$ cat config.mk
export PLATFORM = sky130hd
export DESIGN_NAME = sdnv_encoder_core
export DESIGN_NICKNAME = d
export VERILOG_FILES = /design/src/rtl/sdnv_pkg.sv /design/src/rtl/sdnv_encoder_core.sv
export VERILOG_INCLUDE_DIRS = /design/src /design/src/rtl
export SDC_FILE = /design/constraint.sdc
export NUM_CORES = 1
export LEC_CHECK = 0
export BUFFER_PORTS_ARGS = -buffer_cell sky130_fd_sc_hd__buf_2
export CORE_MARGIN = 2
export CORE_UTILIZATION = 35
export CTS_BUF_LIST = sky130_fd_sc_hd__clkbuf_2 sky130_fd_sc_hd__clkbuf_4 sky130_fd_sc_hd__clkbuf_8
export DETAILED_ROUTE_END_ITERATION = 16
export PLACE_DENSITY = 0.51
export REMOVE_ABC_BUFFERS = 1
export SETUP_SLACK_MARGIN = 0.05
export SYNTH_ARGS = -nofsm -noshare
export SYNTH_HDL_FRONTEND = slang
export SYNTH_SLANG_ARGS = --single-unit
$ cat constraint.sdc
create_clock -name clk -period 2.3 [get_ports clk]
set_input_delay 0.345 -clock clk [delete_from_list [all_inputs] [get_ports clk]]
set_output_delay 0.345 -clock clk [all_outputs]
set_load 0.01 [all_outputs]
$ cat src/rtl/sdnv_encoder_core_macros.svh
// ----------------------------------------------------------------------------
// SDNV encoder assertion macros
// Shared property wrappers for the encoder core checks.
// ----------------------------------------------------------------------------
`ifndef SDNV_ENCODER_CORE_MACROS_SVH
`define SDNV_ENCODER_CORE_MACROS_SVH

// Same-cycle implication, disabled during reset.
`define SDNV_ASSERT_IMPL(label, clk, rst_n, ante, cons) \
  label: assert property (@(posedge clk) disable iff (!rst_n) (ante) |-> (cons)) \
    else $error("sdnv encoder check failed");

// Next-cycle implication, disabled during reset.
`define SDNV_ASSERT_NEXT(label, clk, rst_n, ante, cons) \
  label: assert property (@(posedge clk) disable iff (!rst_n) (ante) |=> (cons)) \
    else $error("sdnv encoder check failed");

`endif

$ cat src/rtl/sdnv_pkg.sv
// ----------------------------------------------------------------------------
// SDNV encoder package
// Sizes and transfer types for the SDNV encoder core.
// ----------------------------------------------------------------------------
package sdnv_pkg;

  localparam int MAX_IN_BYTES  = 16;
  localparam int GROUP_W       = 7;
  localparam int STORE_W       = MAX_IN_BYTES * 8;
  localparam int MAX_OUT_BYTES = (STORE_W + GROUP_W - 1) / GROUP_W;
  localparam int WORK_W        = MAX_OUT_BYTES * GROUP_W;
  localparam int CNT_W         = $clog2(MAX_IN_BYTES + 1);
  localparam int LEN_W         = 5;

  typedef struct packed {
    logic [7:0] data_byte;
    logic       last_in;
  } in_item_t;

  typedef struct packed {
    logic [7:0]       sdnv_byte;
    logic             last_out;
    logic [LEN_W-1:0] encoded_length;
    logic             overflow;
  } out_item_t;

endpackage

$ cat src/rtl/sdnv_encoder_core.sv
// ----------------------------------------------------------------------------
// SDNV encoder core
// Packs a big-endian unsigned number into a minimal SDNV byte stream.
// ----------------------------------------------------------------------------
// Bytes arrive most significant first, one transfer per start pulse while
// busy is low. A byte without last_in is taken and busy stays low.
// A byte with last_in starts encoding: busy then stays high until the
// final encoded byte is put on out_data. One shared 7-bit
// group shifter does all the work: it first skips empty top groups (one per
// cycle) to find the encoded length, then shifts out one group per cycle.
// Each encoded byte is on out_data for one cycle with out_valid high; the
// receiver cannot stall, so it must take every transfer. All bytes of a run
// carry the total length and the overflow flag. Leading zero bytes are
// dropped; when more significant bytes arrive than the store holds, the
// oldest are lost and overflow is set. An all-zero number gives one 0x00.
module sdnv_encoder_core (
  input  logic               clk,
  input  logic               rst_n,
  input  logic               start,
  output logic               busy,
  input  sdnv_pkg::in_item_t  in_data,
  output logic               out_valid,
  output sdnv_pkg::out_item_t out_data
);
  import sdnv_pkg::*;

  `include "sdnv_encoder_core_macros.svh"

  typedef enum logic [1:0] {
    ST_IDLE,
    ST_SCAN,
    ST_EMIT
  } state_t;

  state_t              state_r;
  logic [WORK_W-1:0]   val_r;      // kept bytes, right aligned, top padded
  logic [CNT_W-1:0]    cnt_r;      // number of kept bytes
  logic                ovf_r;
  logic [LEN_W-1:0]    len_r;      // length still in the window / final length
  logic [LEN_W-1:0]    rem_r;      // groups left to emit
  logic                out_valid_r;
  out_item_t           out_data_r;

  logic                accept;
  logic                keep_byte;
  logic [GROUP_W-1:0]  top_grp;
  logic [WORK_W-1:0]   val_load;
  logic [WORK_W-1:0]   val_shift;

  assign accept    = start && (state_r == ST_IDLE);
  assign keep_byte = (cnt_r != '0) || (in_data.data_byte != 8'h00);
  assign top_grp   = val_r[WORK_W-1 -: GROUP_W];
  // Loading drops whatever falls off the top of the store.
  assign val_load  = WORK_W'({val_r[STORE_W-9:0], in_data.data_byte});
  assign val_shift = {val_r[WORK_W-GROUP_W-1:0], {GROUP_W{1'b0}}};

  always_ff @(posedge clk) begin
    if (!rst_n) begin
      state_r     <= ST_IDLE;
      val_r       <= '0;
      cnt_r       <= '0;
      ovf_r       <= 1'b0;
      len_r       <= '0;
      rem_r       <= '0;
      out_valid_r <= 1'b0;
    end else begin
      out_valid_r <= 1'b0;
      unique case (state_r)
        ST_IDLE: begin
          if (accept) begin
            if (keep_byte) begin
              val_r <= val_load;
              if (cnt_r == CNT_W'(MAX_IN_BYTES)) begin
                ovf_r <= 1'b1;
              end else begin
                cnt_r <= cnt_r + 1'b1;
              end
            end
            if (in_data.last_in) begin
              len_r   <= LEN_W'(MAX_OUT_BYTES);
              state_r <= ST_SCAN;
            end
          end
        end
        ST_SCAN: begin
          // Skip empty top groups, always keeping at least one.
          if ((top_grp == '0) && (len_r != LEN_W'(1))) begin
            val_r <= val_shift;
            len_r <= len_r - 1'b1;
          end else begin
            rem_r   <= len_r;
            state_r <= ST_EMIT;
          end
        end
        ST_EMIT: begin
          out_valid_r                   <= 1'b1;
          out_data_r.sdnv_byte          <= {(rem_r != LEN_W'(1)), top_grp};
          out_data_r.last_out           <= (rem_r == LEN_W'(1));
          out_data_r.encoded_length     <= len_r;
          out_data_r.overflow           <= ovf_r;
          rem_r                         <= rem_r - 1'b1;
          if (rem_r == LEN_W'(1)) begin
            // End of run: clear the store and go back to idle.
            val_r   <= '0;
            cnt_r   <= '0;
            ovf_r   <= 1'b0;
            state_r <= ST_IDLE;
          end else begin
            val_r   <= val_shift;
          end
        end
        default: begin
          state_r <= ST_IDLE;
        end
      endcase
    end
  end

  assign busy      = (state_r != ST_IDLE);
  assign out_valid = out_valid_r;
  assign out_data  = out_data_r;

  // A non-final byte means more of the run is still to come.
  `SDNV_ASSERT_IMPL(a_mid_busy, clk, rst_n, out_valid_r && !out_data_r.last_out, busy)
  // The final byte closes the run.
  `SDNV_ASSERT_NEXT(a_last_gap, clk, rst_n, out_valid_r && out_data_r.last_out, !out_valid_r)
  // Nothing leaves while the length is still being found.
  `SDNV_ASSERT_IMPL(a_scan_quiet, clk, rst_n, state_r == ST_SCAN, !out_valid_r)
  // Length of every emitted byte is in range.
  `SDNV_ASSERT_IMPL(a_len_range, clk, rst_n, out_valid_r, (out_data_r.encoded_length != '0) && (out_data_r.encoded_length <= LEN_W'(MAX_OUT_BYTES)))
  // Emit phase always has a group left.
  `SDNV_ASSERT_IMPL(a_emit_rem, clk, rst_n, state_r == ST_EMIT, rem_r != '0)

endmodule

==> flow_metrics.py, run 1 <==
metrics = {
    "status": {
        "outcome": "finished clean",
    },
    "timing": {
        "slew-limit-headroom": 0.553,
        "holdWs_ns": 0.153,
        "finalMaxSlewViolations": 0,
        "fin_crit_ns": 2.20,
        "fin_crit_sh": 0.955,
        "final.setup_skew_ns": 0.0141,
        "fmax_mhz": 455,
        "worst_slack_ns": 0.102,
        "rsz0062_at_grt": "yes",
        "finalHoldViolCount": 0,
        "setup_violations": 0,
        "worst_pin_slew_ns": 0.664,
    },
    "power": {
        "p_sw_mw": 5.33,
        "fin_total_pwr_mw": 13.7,
        "p_comb_frac": 0.509,
        "power_density_mw_per_mm2": 1340,
        "p_leak_nw": 3.86,
        "p_int_mw": 8.38,
        "p_seq_frac": 0.319,
        "switching_share": 0.389,
        "ir_worst_vdd_uv": 821,
        "pwr-share-clk": 0.172,
    },
    "logic_synthesis": {
        "synth_cells": 928,
        "netlist_area_mm2": 0.00868,
        "yosys.area_share.simple": 0.197,
        "synth_edf_count": 15,
        "async_flop_share": 0,
        "synth_xor_area_frac": 0,
        "synth.distinct_cells": 51,
        "synthTopCellsByArea": "dfxtp_1, mux2i_1, o2111ai_1, nand2b_1, nand2_1",
        "synth_compound_area_frac": 0.164,
        "ys_seq_area_frac": 0.402,
        "muxShareOfSynthArea": 0.159,
        "synth_top_family_by_area": "simple AND/OR/NAND/NOR gates",
        "syn_avg_cell_area_um2": 9.36,
        "yosysWarnings": 0,
        "synthAdderAreaFrac": 0.0158,
        "synth_top_area_share": 0.350,
        "synth_area_leader_cell": "dfxtp_1",
        "ys_seq_elements": 167,
        "ys.flop_type": "dfxtp_1",
    },
    "die": {
        "start_util": 0.357,
        "die_height_um": 162,
        "die-area_mm2": 0.0261,
        "core_area_mm2": 0.0243,
        "row_count": 57,
        "ioPinCount": 29,
        "die_w_um": 162,
    },
    "critical_path": {
        "start_kind": "flop",
        "crit_end": "val_r[97]",
        "crit_fanout": 8,
        "reg2reg_to": "val_r[97]",
        "arrival_ns": 2.59,
        "crit_required_ns": 2.69,
        "cp-end-kind": "flop",
        "reg2reg_from": "state_r[0]",
        "crit_path_start": "state_r[0]",
        "crit_type": "flop to flop",
        "worst-r2r-setup-slack_ns": 0.10,
        "reg2reg_depth": 9,
    },
    "clocking": {
        "tritoncts": "built",
        "clock-sinks": 167,
        "clk_pin_slew_ns": 0.09,
        "clk_latency_ns": 0.46,
        "cts-root-buf": "clkbuf_8",
        "numCtsBuffers": 17,
        "cts_max_path_buffers": 2,
        "h-tree-depth": 4,
    },
    "cells_and_area": {
        "nNetsFinal": 968,
        "fin_util": 0.421,
        "syn_to_final_growth_pct": 17.9,
        "layout-drive-gt1-share": 0.153,
        "diodes": 0,
    },
    "placement": {
        "dp_hpwl_um": 11100,
        "gp_congestion": 0.765,
        "io_buffers": 28,
        "pre_cts_ws_ns": 0.0909,
    },
    "grt": {
        "grt_use_total": 0.144,
        "antenna_found_initial": 0,
        "grt_max_degree": 122,
        "grt_pass1_vias": 6259,
        "grt.overflow.total": 0,
        "grt_first_pass_wirelength_um": 31600,
    },
    "drt": {
        "first_iter_violations": 473,
        "ant_nets": 0,
        "vias": 6744,
        "firstDrtPassIters": 5,
        "finalWirelength_um": 19900,
        "wl_per_cell_um": 15.5,
        "via_per_inst": 5.26,
        "route.detailed.drc": 0,
    },
    "worst_hold_path": {
        "min_path_type": "input pin to flop",
        "whs_path_depth": 3,
    },
    "job": {
        "cap_violations": 0,
    },
}
worst min path at each step:
stage | end | start
final | val_r[0] | in_data[1]
after global routing | val_r[5] | in_data[6]
after CTS | val_r[0] | in_data[1]
after detailed placement | out_data[0] | ovf_r
after global placement | out_data[0] | ovf_r
after floorplan | out_data[0] | ovf_r
metrics by stage:
| step | area (µm²) | std cells | TNS, ns |
|---|---|---|---|
| 2_1_floorplan | 8200 | 833 | -1875.17 |
| 3_3_place_gp | 9260 | 1225 | 0 |
| 3_5_place_dp | 9260 | 1225 | 0 |
| 4_1_cts | 9700 | 1257 | 0 |
| 5_1_grt | 10200 | 1282 | 0 |
| 6_report | 10200 | 1282 | 0 |
area by class of cell:
type                            instances  area (µm²)
Tap cell                              324         405
Fill cell                            2379       14100
Clock buffer                           20         269
Inverter                               14        52.6
Sequential cell                       167        3500
Multi-Input combinational cell        652        4720
Clock inverter                         12         173
Timing Repair Buffer                   93        1110
critical path: stages (launching register included):
cell and delay, ns:
dfxtp_2 0.35, inv_2 0.08, ha_4 0.13, inv_2 0.03, or4b_4 0.50, o311ai_4 0.31
buf_12 0.17, clkbuf_16 0.19, clkbuf_16 0.17, mux2i_1 0.17
cells in the final DEF (no fill, tap or decap), types with 15 or more instances in the layout:
| master | n |
|---|---|
| buf_2 | 27 |
| nand2_1 | 146 |
| buf_4 | 33 |
| mux2i_1 | 137 |
| nand2b_1 | 121 |
| edfxtp_1 | 15 |
| dfxtp_1 | 148 |
| clkbuf_8 | 20 |
| o2111ai_1 | 116 |
sequential cells by signal, summed over array words and instances (netlist names):
signal,cells
out_data,15
ovf_r,1
state_r,2
out_valid,1
cnt_r,5
val_r,133
rem_r,5
len_r,5
Yosys cell counts (all sizes together) (3+ instances only):
cell type and n:
edfxtp 15, nor4 4, nand4 8, nand2b 121, o21ai 13, clkbuf 70, nand3b 11, ha 11
dfxtp 152, a32o 3, mux2i 138, nand2 146, inv 14, buf 25, nor3 6, nand3 5
a21oi 12, o2111ai 121, nor2 12, or4b 3
routing by layer:
metal,track usage,part of all wire
met2,0.225,0.45
met1,0.204,0.52
met3,0.0326,0.029
met4,0.0329,0.0074
met5,0,0
logic make-up (layout without fill, tap and decap cells):
| family | after synthesis | count (layout) |
|---|---|---|
| AO/OA/AOI/OAI | 173 | 173 |
| adder cells (fa/ha/maj) | 11 | 11 |
| buffers and inverters | 109 | 139 |
| flip-flops | 167 | 167 |
| multiplexers | 138 | 138 |
| AND/OR/NAND/NOR | 330 | 330 |
power by group through the flow:
stage	logic [mW]	clock network, mW	registers, mW
4_1_cts	5.91	2.44	4.35
3_5_place_dp	5.89	0	4.40
3_3_place_gp	5.85	0	4.42
2_1_floorplan	3.20	0	3.71
6_report	6.97	2.36	4.37
5_1_grt	7.64	2.54	4.49
timing repair:
action                     4_1_cts  5_1_grt
pin swaps                        0        4
setup endpoints to repair        3      131
setup buffers                    0       11
hold buffers                     0        0
gates cloned                     0       14
gates resized for setup          0       29
No activity file was read; power rests on OpenSTA's default activity.
==> run 2, diff against run 1 <==
Settings changed: BUFFER_PORTS_ARGS -buffer_cell sky130_fd_sc_hd__buf_2 to -buffer_cell sky130_fd_sc_hd__clkbuf_2, HOLD_SLACK_MARGIN set to 0.02.
==> flow_metrics.py, run 2 (synthesis results as in run 1) <==
metrics = {
    "clocking": {
        "clock-sinks": 167,
        "clk_pin_slew_ns": 0.09,
        "tritoncts": "built",
        "cts_max_path_buffers": 2,
        "cts-root-buf": "clkbuf_8",
        "h-tree-depth": 4,
        "clk_latency_ns": 0.46,
        "numCtsBuffers": 17,
    },
    "die": {
        "ioPinCount": 29,
        "die_height_um": 162,
        "die_w_um": 162,
        "core_area_mm2": 0.0243,
        "die-area_mm2": 0.0261,
        "start_util": 0.357,
        "row_count": 57,
    },
    "critical_path": {
        "slowest_delay_ns": 0.53,
        "crit_top_cell": "clkbuf_16",
        "cp_top_family": "buffers and inverters",
        "path_buf_inv": 5,
        "reg2reg_to": "val_r[34]",
        "reg2reg_from": "state_r[1]",
        "start_kind": "flop",
        "crit_required_ns": 2.68,
        "crit_fanout": 8,
        "arrival_ns": 2.56,
        "worst-r2r-setup-slack_ns": 0.12,
        "crit_type": "flop to flop",
        "cp-end-kind": "flop",
        "critPathSlowestCell": "or4b_4",
        "reg2reg_depth": 9,
        "path_cells": "inv_1, ha_4, inv_2, or4b_4, o311ai_4, buf_12, clkbuf_16, clkbuf_16, mux2i_1",
    },
    "power": {
        "p_leak_nw": 3.93,
        "ir_worst_vdd_uv": 579,
        "power_density_mw_per_mm2": 1350,
    },
    "grt": {
        "gr-usage-met1": 0.202,
        "grt_first_pass_wirelength_um": 31300,
        "antenna_found_initial": 0,
        "grt_util_met2": 0.227,
        "grt_max_degree": 87,
        "grt.overflow.total": 0,
        "grt_busiest_layer": "met2",
        "grt_pass1_vias": 6166,
        "met3_usage": 0.0308,
        "grt_use_total": 0.145,
    },
    "timing": {
        "worst_slack_ns": 0.123,
        "final.setup_skew_ns": 0.0154,
        "holdWs_ns": 0.148,
        "fmax_mhz": 459,
        "worst_pin_slew_ns": 0.493,
        "finalHoldViolCount": 0,
        "slew-limit-headroom": 0.670,
        "rsz0062_at_grt": "yes",
        "fin_crit_sh": 0.946,
        "setup_violations": 0,
        "finalMaxSlewViolations": 0,
        "fin_crit_ns": 2.18,
    },
    "drt": {
        "ant_nets": 0,
        "first_iter_violations": 392,
        "route.detailed.drc": 0,
        "via_per_inst": 5.20,
        "finalWirelength_um": 20000,
        "wl_per_cell_um": 15.5,
        "firstDrtPassIters": 4,
        "vias": 6731,
    },
    "placement": {
        "gp_congestion": 0.771,
        "io_buffers": 28,
        "dp_hpwl_um": 11200,
        "pre_cts_ws_ns": -0.125,
    },
    "worst_hold_path": {
        "min_path_type": "input pin to flop",
        "whs_path_depth": 3,
        "holdCritStartpoint": "in_data[1]",
        "holdPathEnd": "val_r[0]",
    },
    "cells_and_area": {
        "layout_common_cells": "dfxtp_1, nand2_1, mux2i_1, nand2b_1, o2111ai_1",
        "top_register": "val_r",
        "diodes": 0,
        "layout-drive-gt1-share": 0.154,
        "largest_register_ffs": 133,
        "fill_cells": 2399,
        "syn_to_final_growth_pct": 18.3,
        "nNetsFinal": 980,
        "final_common_cell": "dfxtp_1",
    },
    "job": {
        "cap_violations": 0,
    },
    "status": {
        "outcome": "finished clean",
    },
}
[run 2: changes by cell type in the layout (fill, tap and decap cells not counted), moves of 5 or more]
| cell | delta |
|---|---|
| o2111ai_1 | +5 |
| buf_4 | +13 |
| clkbuf_2 | +27 |
| buf_2 | -27 |
| o2111ai_2 | -5 |
[run 2: area by class of cell]
type / instances / area (µm²) / share of cell area
Inverter: 14 / 52.6 / 0.00511
Multi-Input combinational cell: 652 / 4690 / 0.456
Tap cell: 324 / 405 / 0.0394
Clock buffer: 21 / 277 / 0.0269
Sequential cell: 167 / 3490 / 0.340
Timing Repair Buffer: 105 / 1160 / 0.113
Clock inverter: 11 / 194 / 0.0189
[run 2: per-layer routing]
metal | up-vias | part of all wire
met5 | - | 0
met4 | 0 | 0.0061
met3 | 7 | 0.023
met2 | 75 | 0.44
met1 | 3171 | 0.53
li1 | 3478 | -
[run 2: how the worst max path moves through the flow]
stage | start | to | slack [ns] | cells after the start
floorplan | state_r[0] | val_r[0] | -14.10 | 6
global placement | len_r[1] | val_r[62] | -0.11 | 7
detailed placement | len_r[1] | val_r[101] | -0.12 | 7
CTS | state_r[0] | val_r[126] | 0.01 | 8
global route | state_r[1] | val_r[35] | 0.03 | 9
finish | state_r[1] | val_r[34] | 0.12 | 9
[run 2: through the flow]
stage	cells	total power [mW]	cell area, µm²	TNS (ns)	utilization
after CTS	1277	13.1	9920	0	0.408
after floorplan	833	6.91	8200	-1875.17	-
after global routing	1294	14.8	10300	0	0.423
after global placement	1241	10.3	9340	-11.35	0.384
final	1294	13.8	10300	0	0.423
after detailed placement	1241	10.4	9340	-11.59	0.384
[run 2: worst register-to-register path, cell delays in order (launching register included)]
cell       delay (ns)
dfxtp_1          0.32
inv_1            0.10
ha_4             0.14
inv_2            0.03
or4b_4           0.53
o311ai_4         0.27
buf_12           0.16
clkbuf_16        0.18
clkbuf_16        0.18
mux2i_1          0.19
[run 2: power by group]
group          leakage (nW)  total, mW  switching [mW]  internal [mW]
clock                 0.238       2.49            1.11           1.38
combinational          2.32       7.02            3.65           3.37
sequential             1.37       4.33           0.568           3.77
[run 2: what timing repair did]
action	4_1_cts	5_1_grt
gates cloned	2	14
buffers inserted	2	3
gates resized for setup	2	15
hold buffers	0	0
pin swaps	1	2
endpoints found under the setup margin	127	111
